===== src/design/vlcp_pkg.sv =====
// shared types and constants of the variable length code packer
package vlcp_pkg;

  localparam int BYTE_W     = 8;
  localparam int FUNC_W     = 2;
  localparam int SYM_IN_W   = 8;
  localparam int CLEN_W     = 6;
  localparam int CODE_W     = 32;
  localparam int PEND_W     = BYTE_W - 1;
  localparam int PCNT_W     = 3;
  localparam int ACC_W      = CODE_W + PEND_W;
  localparam int TOT_W      = 6;
  localparam int QUEUE_DEPTH = 2;

  localparam int MAX_CODE_LEN_DEF = 32;
  localparam int SYMBOLS_DEF      = 256;

  typedef enum logic [FUNC_W-1:0] {
    FUNC_LOAD   = 2'd0,
    FUNC_ENCODE = 2'd1,
    FUNC_FLUSH  = 2'd2
  } func_t;

  // work handed from the lookup side to the bit packer
  typedef struct packed {
    logic              is_flush;
    logic [CLEN_W-1:0] len;
    logic [CODE_W-1:0] bits;
  } cmd_t;

endpackage


===== src/design/vlcp_queue.sv =====
// short command queue between lookup and bit packer
module vlcp_queue (
  input  logic           clk,
  input  logic           rst,
  input  logic           push,
  input  vlcp_pkg::cmd_t push_data,
  output logic           full,
  input  logic           pop,
  output vlcp_pkg::cmd_t head,
  output logic           empty
);

  localparam int DEPTH = vlcp_pkg::QUEUE_DEPTH;
  localparam int PTR_W = (DEPTH > 1) ? $clog2(DEPTH) : 1;
  localparam int CNT_W = $clog2(DEPTH + 1);

  vlcp_pkg::cmd_t   entries [DEPTH];
  logic [PTR_W-1:0] wr_ptr;
  logic [PTR_W-1:0] rd_ptr;
  logic [CNT_W-1:0] count;

  assign full  = count == CNT_W'(DEPTH);
  assign empty = count == '0;
  assign head  = entries[rd_ptr];

  always_ff @(posedge clk) begin
    if (rst) begin
      wr_ptr <= '0;
      rd_ptr <= '0;
      count  <= '0;
    end else begin
      if (push) begin
        wr_ptr <= (wr_ptr == PTR_W'(DEPTH - 1)) ? '0 : wr_ptr + PTR_W'(1);
      end
      if (pop) begin
        rd_ptr <= (rd_ptr == PTR_W'(DEPTH - 1)) ? '0 : rd_ptr + PTR_W'(1);
      end
      if (push && !pop) begin
        count <= count + CNT_W'(1);
      end else if (pop && !push) begin
        count <= count - CNT_W'(1);
      end
    end
  end

  always_ff @(posedge clk) begin
    if (push) begin
      entries[wr_ptr] <= push_data;
    end
  end

endmodule


===== config.mk =====
export PLATFORM = sky130hd
export DESIGN_NAME = vlcp_queue
export DESIGN_NICKNAME = d
export VERILOG_FILES = /design/src/design/vlcp_pkg.sv /design/src/design/vlcp_queue.sv
export SDC_FILE = /design/constraint.sdc
export NUM_CORES = 1
export LEC_CHECK = 0
export ABC_AREA = 0
export BUFFER_PORTS_ARGS = -buffer_cell sky130_fd_sc_hd__buf_2
export CORE_ASPECT_RATIO = 0.6
export CORE_UTILIZATION = 46
export DETAILED_ROUTE_END_ITERATION = 6
export PLACE_DENSITY = 0.74
export SLEW_MARGIN = 5
export SYNTH_ARGS = -nofsm -noshare
export SYNTH_HDL_FRONTEND = slang
export SYNTH_SLANG_ARGS = --single-unit

===== constraint.sdc =====
create_clock -name clk -period 2.5 [get_ports clk]
set_clock_uncertainty 0.15 [all_clocks]
set_input_delay 0.25 -clock clk [delete_from_list [all_inputs] [get_ports clk]]
set_output_delay 0.25 -clock clk [all_outputs]
set_load 0.01 [all_outputs]

==> out/qor.csv <==
stage,metric,value,unit
grt,vias in the first global route,1776,
cts,CTS buffer count,9,
logic_synthesis,Async SR Flop Fraction,0,%
critical_path,FF-to-FF Start,wr_ptr,
logic_synthesis,most used flip-flop cell after synthesis,edfxtp_1,
critical_path,Critical Path AT,1480,ps
finish,"final std cell area, no fill",4192,um2
detailed_routing,post-route antenna net violation count,0,
timing,Tcrit/Tclk final,75.22,%
logic_synthesis,Mapped Area,3018,um2
critical_path,crit path launch type,flop,
detailed_routing,DRT iter0 DRCs,60,
timing,Max Clock Freq,531.7,MHz
floorplan,die area,6899,um2
grt,grt total ovfl,0,
cts,clock sinks,83,
timing,Final Hold Violating Endpoints,0,
cts,clk slew on worst S/H paths,80,ps
power_and_ir_drop,Power Total,3.059,mW
power_and_ir_drop,Lkg Pwr,1.613,nW
cts,clock buffer depth,2,
place,PortBufs,83,
worst_hold_path,HP Class,in2reg,
timing,minimum clock period,1881,ps
logic_synthesis,"EDFF count, synth",78,
critical_path,R2R cell count,2,
floorplan,area of the core,6221,um2
critical_path,Critical Path RT,2100,ps
timing,RSZ-0062 raised after global routing,no,
cts,clock root buffer,clkbuf_8,
flow_run,max-capacitance violation count,0,
detailed_routing,DR vias/cell,4.697,
grt,first-pass GRT wire length,8.597,mm
place,gp weighted congestion,0.7158,
floorplan,Die Span Y,64.74,um
run_status,status,"complete, no violations",
place,post-DP HPWL,3.277,mm
power_and_ir_drop,VDD IR-drop max,690.4,uV
finish,nets,321,
timing,setup TNS,0,ps
timing,relative slew slack,63.46,%
cts,postcts setup bufs,0,
detailed_routing,DRT Pass-1 Iters,4,
detailed_routing,final wirelength,5.481,mm
finish,layout cells sized above 1,51.77,%
logic_synthesis,sequential-to-total area share from yosys stat,80.93,%
logic_synthesis,Synthesis Warnings,0,
logic_synthesis,Post-Syn Area per Cell,21.10,um2
logic_synthesis,Synth Register Bits,83,
timing,max-slew violation count,0,
place,DP Area,3575,um2
finish,Finished Core Util,67.38,%
critical_path,critical path endpoint,head[20],
timing,Slew @ Worst Pin,546.9,ps
floorplan,die width,106.6,um
floorplan,I/O Pins,84,
critical_path,crit path capture type,output pin,
detailed_routing,drt drc,0,
floorplan,# rows,22,
power_and_ir_drop,Pwr Density,729.8,nW/um2
floorplan,Initial Util,48.51,%
timing,# setup viols final,0,
critical_path,Reg2Reg Setup Slack,890,ps
detailed_routing,WL per Instance,14.98,um
grt,overall routing resource usage,17.32,%
critical_path,WS Path Type,reg2out,
detailed_routing,via count,1719,
grt,antenna violations before repair,0,
cts,htree depth,3,
finish,Area growth syn-to-layout,38.89,%
cts,CTS tree,built,
critical_path,crit path max fanout,19,
grt,pin count of the biggest net entering global routing,24,
logic_synthesis,syn_nets,187,
finish,antenna diode count,0,
cts,Worst-Skew Late Latency,340,ps
logic_synthesis,Post-Synthesis Cells,143,
logic_synthesis,Yosys cell types,17,
critical_path,RR Endpoint,entries[1][37],
==> registers in the layout, summed over array words and instances, names as in the netlist, named ones only <==
signal and cells:
entries 78, wr_ptr 1, count 2, rd_ptr 1
==> cells in the final DEF (no fill, tap or decap), drive strengths merged <==
master / instances
buf: 87
edfxtp: 78
dlygate4sd3: 40
mux2: 39
clkbuf: 9
nor2: 5
dfxtp: 5
clkinv: 5
xor2: 2
xnor2: 2
bufinv: 2
inv: 1
and2: 1
and2b: 1
nor2b: 1
o21ai: 1
or3: 1
a21oi: 1
ha: 1
==> worst min-delay path by stage <==
stage	startpoint	endpoint	depth (start not counted)
2_1_floorplan	rst	count[1]	1
3_3_place_gp	push_data[0]	entries[0][0]	1
3_5_place_dp	push_data[9]	entries[1][9]	1
4_1_cts	push	wr_ptr	3
5_1_grt	push	wr_ptr	3
6_report	push	wr_ptr	3
==> layer usage <==
layer,vias to the layer above,global-route usage [%],share of wire (%)
met2,73,28.87,48
li1,821,-,-
met1,821,20.86,45
met5,-,0,0
met4,0,4.110,0.42
met3,4,7.646,7.2
==> timing repair <==
action | in CTS | in global routing
gates resized for setup | 0 | 0
hold buffers | 40 | 0
hold endpoints to repair | 83 | 0
==> power breakdown <==
group | switching, mW | leakage, nW | internal [mW]
sequential | 0.0239 | 0.774 | 1.62
clock | 0.459 | 0.113 | 0.560
combinational | 0.190 | 0.726 | 0.210
total | 0.673 | 1.61 | 2.39
==> cell families (layout without fill, tap and decap cells) <==
logic type	after synthesis	count (layout)	synth area share, %
buffers and inverters	5	144	1.078
flip-flops	83	83	80.93
AO/OA/AOI/OAI	2	2	0.3314
adder cells (fa/ha/maj)	1	1	0.4145
XOR/XNOR	4	4	1.161
AND/OR/NAND/NOR	9	9	1.535
multiplexers	39	39	14.55
==> stage by stage <==
step | worst slack [ps] | hold slack, ps | instances
floorplan | 578.8 | 169.1 | 143
CTS | 600.1 | 34.80 | 366
finish | 619.4 | 49.55 | 366
global route | 556.5 | 61.02 | 366
global placement | 922.2 | 288.8 | 310
detailed placement | 883.2 | 291.2 | 310
==> cells in the mapped netlist, types with 2 or more instances <==
cell | number | share of area, %
xnor2_1 | 2 | 0.58
mux2_2 | 39 | 15
nor2_1 | 5 | 0.62
dfxtp_1 | 5 | 3.3
buf_2 | 2 | 0.33
edfxtp_1 | 78 | 78
xor2_1 | 2 | 0.58
==> area by class of cell <==
| class | count | area, um2 |
|---|---|---|
| clock buffer | 9 | 123.9 |
| inverter | 1 | 3.754 |
| tap | 84 | 105.1 |
| sequential | 83 | 2444 |
| fill | 441 | 2029 |
| clock inverter | 7 | 92.59 |
| timing repair buffer | 127 | 870.8 |
| multi-input combinational | 55 | 551.8 |
==> worst max-delay path, cell delays in order (launching register included) <==
cell and delay [ps]:
dfxtp_2 330, buf_4 270, mux2_2 390, buf_2 140
Power figures use the tool's default switching activity.
