==> src/design/vlcp_pkg.sv <==
// shared types and constants of the variable length code packer
package vlcp_pkg;

  localparam int BYTE_W     = 8;
  localparam int FUNC_W     = 2;
  localparam int SYM_IN_W   = 8;
  localparam int CLEN_W     = 6;
  localparam int CODE_W     = 32;
  localparam int PEND_W     = BYTE_W - 1;
  localparam int PCNT_W     = 3;
  localparam int ACC_W      = CODE_W + PEND_W;
  localparam int TOT_W      = 6;
  localparam int QUEUE_DEPTH = 2;

  localparam int MAX_CODE_LEN_DEF = 32;
  localparam int SYMBOLS_DEF      = 256;

  typedef enum logic [FUNC_W-1:0] {
    FUNC_LOAD   = 2'd0,
    FUNC_ENCODE = 2'd1,
    FUNC_FLUSH  = 2'd2
  } func_t;

  // work handed from the lookup side to the bit packer
  typedef struct packed {
    logic              is_flush;
    logic [CLEN_W-1:0] len;
    logic [CODE_W-1:0] bits;
  } cmd_t;

endpackage

==> src/design/vlcp_if.sv <==


interface vlcp_byte_if;
  logic                         valid;
  logic                         ready;
  logic [vlcp_pkg::BYTE_W-1:0]  packed_byte;
  logic                         last;

  modport source (output valid, packed_byte, last, input ready);
  modport sink (input valid, packed_byte, last, output ready);
endinterface

==> src/design/vlcp_back.sv <==
// back end: bit accumulator and byte emitter
module vlcp_back (
  input  logic           clk,
  input  logic           rst,
  input  logic           q_empty,
  input  vlcp_pkg::cmd_t q_head,
  output logic           q_pop,
  vlcp_byte_if.source    dst,
  output logic           busy
);

  localparam int ACC_W  = vlcp_pkg::ACC_W;
  localparam int TOT_W  = vlcp_pkg::TOT_W;
  localparam int PEND_W = vlcp_pkg::PEND_W;
  localparam int PCNT_W = vlcp_pkg::PCNT_W;
  localparam int BYTE_W = vlcp_pkg::BYTE_W;

  typedef enum logic [1:0] {
    ST_IDLE = 2'b01,
    ST_EMIT = 2'b10
  } state_t;

  state_t              state;
  logic [ACC_W-1:0]    work;
  logic [TOT_W-1:0]    total;
  logic [PEND_W-1:0]   pend;
  logic [PCNT_W-1:0]   pcnt;
  logic                ov;
  logic [BYTE_W-1:0]   ob;
  logic                ol;

  logic                out_free;
  logic                load_ov;
  logic [ACC_W-1:0]    code_mask;
  logic [ACC_W-1:0]    comb_bits;
  logic [TOT_W-1:0]    comb_total;
  logic [TOT_W-1:0]    rem;
  logic [BYTE_W-1:0]   flush_byte;
  logic [BYTE_W-1:0]   rem_mask;

  assign out_free  = !ov || dst.ready;
  assign dst.valid = ov;
  assign dst.packed_byte = ob;
  assign dst.last  = ol;
  assign busy      = state == ST_EMIT;

  assign q_pop = (state == ST_IDLE) && !q_empty && (!q_head.is_flush || out_free);

  // a new beat enters the output register
  assign load_ov = ((state == ST_IDLE) && q_pop && q_head.is_flush && (pcnt != '0)) ||
                   ((state == ST_EMIT) && out_free);

  // pending bits followed by the code, right aligned
  assign code_mask  = (ACC_W'(1) << q_head.len) - ACC_W'(1);
  assign comb_bits  = (ACC_W'(pend) << q_head.len) | (ACC_W'(q_head.bits) & code_mask);
  assign comb_total = TOT_W'(pcnt) + TOT_W'(q_head.len);

  // shift by 8 - pcnt, which is -pcnt modulo 8
  assign flush_byte = BYTE_W'({1'b0, pend} << (PCNT_W'(0) - pcnt));

  assign rem      = total - TOT_W'(BYTE_W);
  assign rem_mask = BYTE_W'((9'(1) << rem[PCNT_W-1:0]) - 9'(1));

  always_ff @(posedge clk) begin
    if (rst) begin
      state <= ST_IDLE;
      pend  <= '0;
      pcnt  <= '0;
      ov    <= 1'b0;
    end else begin
      if (load_ov) begin
        ov <= 1'b1;
      end else if (out_free) begin
        ov <= 1'b0;
      end
      unique case (state)
        ST_IDLE: begin
          if (q_pop) begin
            if (q_head.is_flush) begin
              if (pcnt != '0) begin
                pend <= '0;
                pcnt <= '0;
              end
            end else if (comb_total >= TOT_W'(BYTE_W)) begin
              state <= ST_EMIT;
            end else begin
              pend <= comb_bits[PEND_W-1:0];
              pcnt <= comb_total[PCNT_W-1:0];
            end
          end
        end
        ST_EMIT: begin
          if (out_free) begin
            if (rem < TOT_W'(BYTE_W)) begin
              pend  <= work[PEND_W-1:0] & rem_mask[PEND_W-1:0];
              pcnt  <= rem[PCNT_W-1:0];
              state <= ST_IDLE;
            end
          end
        end
        default: state <= ST_IDLE;
      endcase
    end
  end

  always_ff @(posedge clk) begin
    if (state == ST_IDLE) begin
      if (q_pop) begin
        work  <= comb_bits;
        total <= comb_total;
        // an encode must not disturb a beat still waiting at the output
        if (q_head.is_flush) begin
          ob <= flush_byte;
          ol <= 1'b1;
        end
      end
    end else if (out_free) begin
      ob    <= BYTE_W'(work >> rem);
      ol    <= rem < TOT_W'(BYTE_W);
      total <= rem;
    end
  end

endmodule

==> src/flat_wrapper.sv <==
// flat-port wrapper written by rule: the top's interface ports become plain ports
module vlcp_back_flat 
  (clk, rst, q_empty, q_head, q_pop, busy, dst_valid, dst_packed_byte, dst_last, dst_ready);
  vlcp_byte_if dst_i ();
  input  logic clk;
  input  logic rst;
  input  logic q_empty;
  input  vlcp_pkg::cmd_t q_head;
  output logic q_pop;
  output logic busy;
  output wire logic [$bits(dst_i.valid)-1:0] dst_valid;
  output wire logic [$bits(dst_i.packed_byte)-1:0] dst_packed_byte;
  output wire logic [$bits(dst_i.last)-1:0] dst_last;
  input wire logic [$bits(dst_i.ready)-1:0] dst_ready;
  assign dst_valid = dst_i.valid;
  assign dst_packed_byte = dst_i.packed_byte;
  assign dst_last = dst_i.last;
  assign dst_i.ready = dst_ready;
  vlcp_back u_core (.clk(clk), .rst(rst), .q_empty(q_empty), .q_head(q_head), .q_pop(q_pop), .dst(dst_i), .busy(busy));
endmodule
==> config.mk <==
export PLATFORM = sky130hd
export DESIGN_NAME = vlcp_back_flat
export DESIGN_NICKNAME = d
export VERILOG_FILES = /design/src/design/vlcp_pkg.sv /design/src/design/vlcp_if.sv /design/src/design/vlcp_back.sv /design/src/flat_wrapper.sv
export SDC_FILE = /design/constraint.sdc
export NUM_CORES = 1
export LEC_CHECK = 0
export BUFFER_PORTS_ARGS = -buffer_cell sky130_fd_sc_hd__buf_2
export CAP_MARGIN = 20
export CORE_UTILIZATION = 33
export CTS_CLUSTER_SIZE = 14
export DETAILED_ROUTE_END_ITERATION = 12
export GPL_ROUTABILITY_DRIVEN = 0
export PLACE_DENSITY_LB_ADDON = 0.2
export SLEW_MARGIN = 20
export SYNTH_ARGS = -nofsm -noshare
export SYNTH_HDL_FRONTEND = slang
export SYNTH_SLANG_ARGS = --single-unit
==> constraint.sdc <==
create_clock -name clk -period 2.7 [get_ports clk]
set_input_delay 0.54 -clock clk [delete_from_list [all_inputs] [get_ports clk]]
set_output_delay 0.54 -clock clk [all_outputs]
set_load 0.02 [all_outputs]
==> summary.txt <==
Logic synthesis
  • Seq/Total Area, Yosys: 0.295
  • Post-synth top area share: 0.254
  • #FFs+latches synth: 67
  • Top post-synthesis cells by area: edfxtp_1 25%, mux4_1 7.4%, mux4_2 6.3%
  • Cell taking the most area after synthesis: edfxtp_1
  • EDFF count, synth: 54
  • Mapped Avg Cell Area: 9.52 um2
  • Post-Syn Instances: 671
  • Top-count cell post-synth: nand2_1
  • Ys flop type: edfxtp_1
  • Yosys warnings: 0
  • Post-synth top cells: 59 x nand2_1, 54 x edfxtp_1, 47 x o21ai_0, 38 x mux2i_1, 36 x nor2_1
  • Async SR Flop Fraction: 0
  • Syn Nets: 723
  • Post-synthesis cell type count: 74
  • Mapped Area: 6380 um2

Pwr
  • Leak: 0.00278 uW
  • Power per cell area: 542 nW/um2
  • Peak VDD IR: 0.268 mV

Floorplan
  • Cell Rows: 50
  • Die Area: 19900 um2
  • Area of the core: 18800 um2
  • Initial Util: 0.339
  • DIE WIDTH: 141 um
  • Io pins: 55
  • Die H: 141 um

Timing
  • Final setup margin: 241 ps
  • Slew @ Worst Pin: 598 ps
  • Max Slew Vio Count: 0
  • Min Tclk post-route: 2460 ps
  • RSZ-0062 raised after global routing: no
  • Fin crit share: 0.911
  • Clk_skew: 6.48 ps
  • Fmax: 407 MHz
  • Total Neg Setup Slack: 0 ps
  • Final Setup Violations: 0
  • Relative max-transition margin: 0.601
  • Final hold vios: 0

Final layout
  • Layout Nets: 780
  • Synthesis-to-finish area growth: 15.8%
  • Layout cells sized above 1: 0.222
  • Fillers: 1846
  • Diode count: 0

Setup path
  • Critical path launch point: u_core.pcnt[0]
  • Reg2reg start: u_core.pcnt[0]
  • WP data required: 2780 ps
  • CP Data Arrival Time: 2540 ps
  • Critical path capture point type: flop
  • Crit Path Max Fanout: 12
  • Startpoint Class: flop
  • Crit Path Class: reg2reg

CTS
  • Post-CTS resize count: 0
  • Worst-path clk slew: 60 ps
  • CTS tree: yes
  • Clock buffer count from CTS: 9
  • Worst-Skew Late Latency: 330 ps
  • CTS root buf: clkbuf_16
  • H-Tree Depth: 3
  • Cts hold-fix bufs: 0
  • CTS Sinks: 67
  • Max clock buf depth: 2
  • Post-CTS Setup Bufs: 0

Place
  • Final HPWL DP: 16.9 mm
  • IO buf count: 54
  • Pre-CTS setup slack: 50.4 ps

Routing
  • Vias/cell: 6.24
  • First-pass detailed-route iteration total: 5
  • Final WL: 22.2 mm
  • DR iter-0 viols: 686
  • DRC: 0
  • Number of routed nets with antenna violations: 0
  • Via Count: 6192
  • WL per Instance: 22.4 um

Run status
  • Status: finished clean

Global route
  • Total GRT Usage: 0.222
  • Global-route wire length before repair: 33.5 mm
  • Grt ovf: 0
  • Number of global-route vias before repair: 5735
  • Antenna violations before repair: 1
  • Pin count of the biggest net entering global routing: 50

Hold path
  • Hold_sp: rst
  • Hold Path Class: in2reg

Job
  • Number of max-cap violations: 0
layer usage:
metal  routed length [um]  track usage  part of all wire
met3                 1890       0.0333             0.085
met4                  687       0.0852             0.031
met1                 9700        0.307              0.44
met2                 9950        0.350              0.45
met5                   10            0           0.00045
metrics by stage:
stage,utilization,instances,hold slack [ps],total power [uW],instance area [um2]
global route,0.393,993,454,4170,7390
global placement,0.377,977,516,2790,7100
floorplan,-,671,455,2360,6390
finish,0.393,993,462,4010,7390
detailed placement,0.377,977,535,2800,7100
CTS,0.393,993,447,4000,7390
cells by family after synthesis:
group,count (synthesis),synth area share
flip-flops,67,0.295
buffers and inverters,79,0.0598
XOR/XNOR,11,0.0151
adder cells (fa/ha/maj),9,0.0188
AO/OA/AOI/OAI,198,0.213
AND/OR/NAND/NOR,218,0.175
multiplexers,89,0.224
sequential cells by signal, indices dropped and copies added, names as in the netlist:
register,count
u_core.state,2
u_core.dst.valid,1
u_core.pend,7
u_core.work,39
u_core.dst.last,1
u_core.total,6
u_core.pcnt,3
u_core.dst.packed_byte,8
worst max-delay path: stages (launching register included):
cell and delay, ps:
dfxtp_1 470, inv_1 110, ha_1 540, mux2i_1 320, nor2_1 60, a311oi_1 260, a211oi_1 110, a311o_1 340
layout by cell type (no fill, tap or decap), drive strengths merged, types with 7 or more instances in the layout:
cell type    n
nor2        36
o22ai       16
nand3b       7
mux2i       38
clkbuf      10
nor2b       16
nand2b      12
or3          8
o211ai       9
xnor2        8
nor4         8
nand3       24
edfxtp      54
buf        105
dfxtp       13
a22o        12
inv         20
mux2        15
o21ai       49
mux4        36
a31oi        9
nor3        12
nand2       59
and2         8
a21oi       30
o221ai       7
ha           8
worst paths after layout:
kind                            depth (start not counted)                        end  slack (ps)
worst max-delay path                                    7  u_core.dst.packed_byte[7]         240
worst min register to register                          1             u_core.pcnt[1]         560
worst min-delay path                                    2           u_core.dst.valid         460
worst max register to register                          7  u_core.dst.packed_byte[7]         240
report_power, final:
group,internal [uW],switching (uW)
clock network,717,471
registers,1240,97.1
logic,644,840
cell type report:
class,count,area [um2],share of cell area
Clock buffer,10,229,0.0310
Clock inverter,6,63.8,0.00863
Inverter,20,75.1,0.0102
Multi-Input combinational cell,525,4130,0.558
Sequential cell,67,1880,0.254
Tap cell,260,325,0.0440
Timing Repair Buffer,105,691,0.0934
Power figures use the tool's default switching activity.
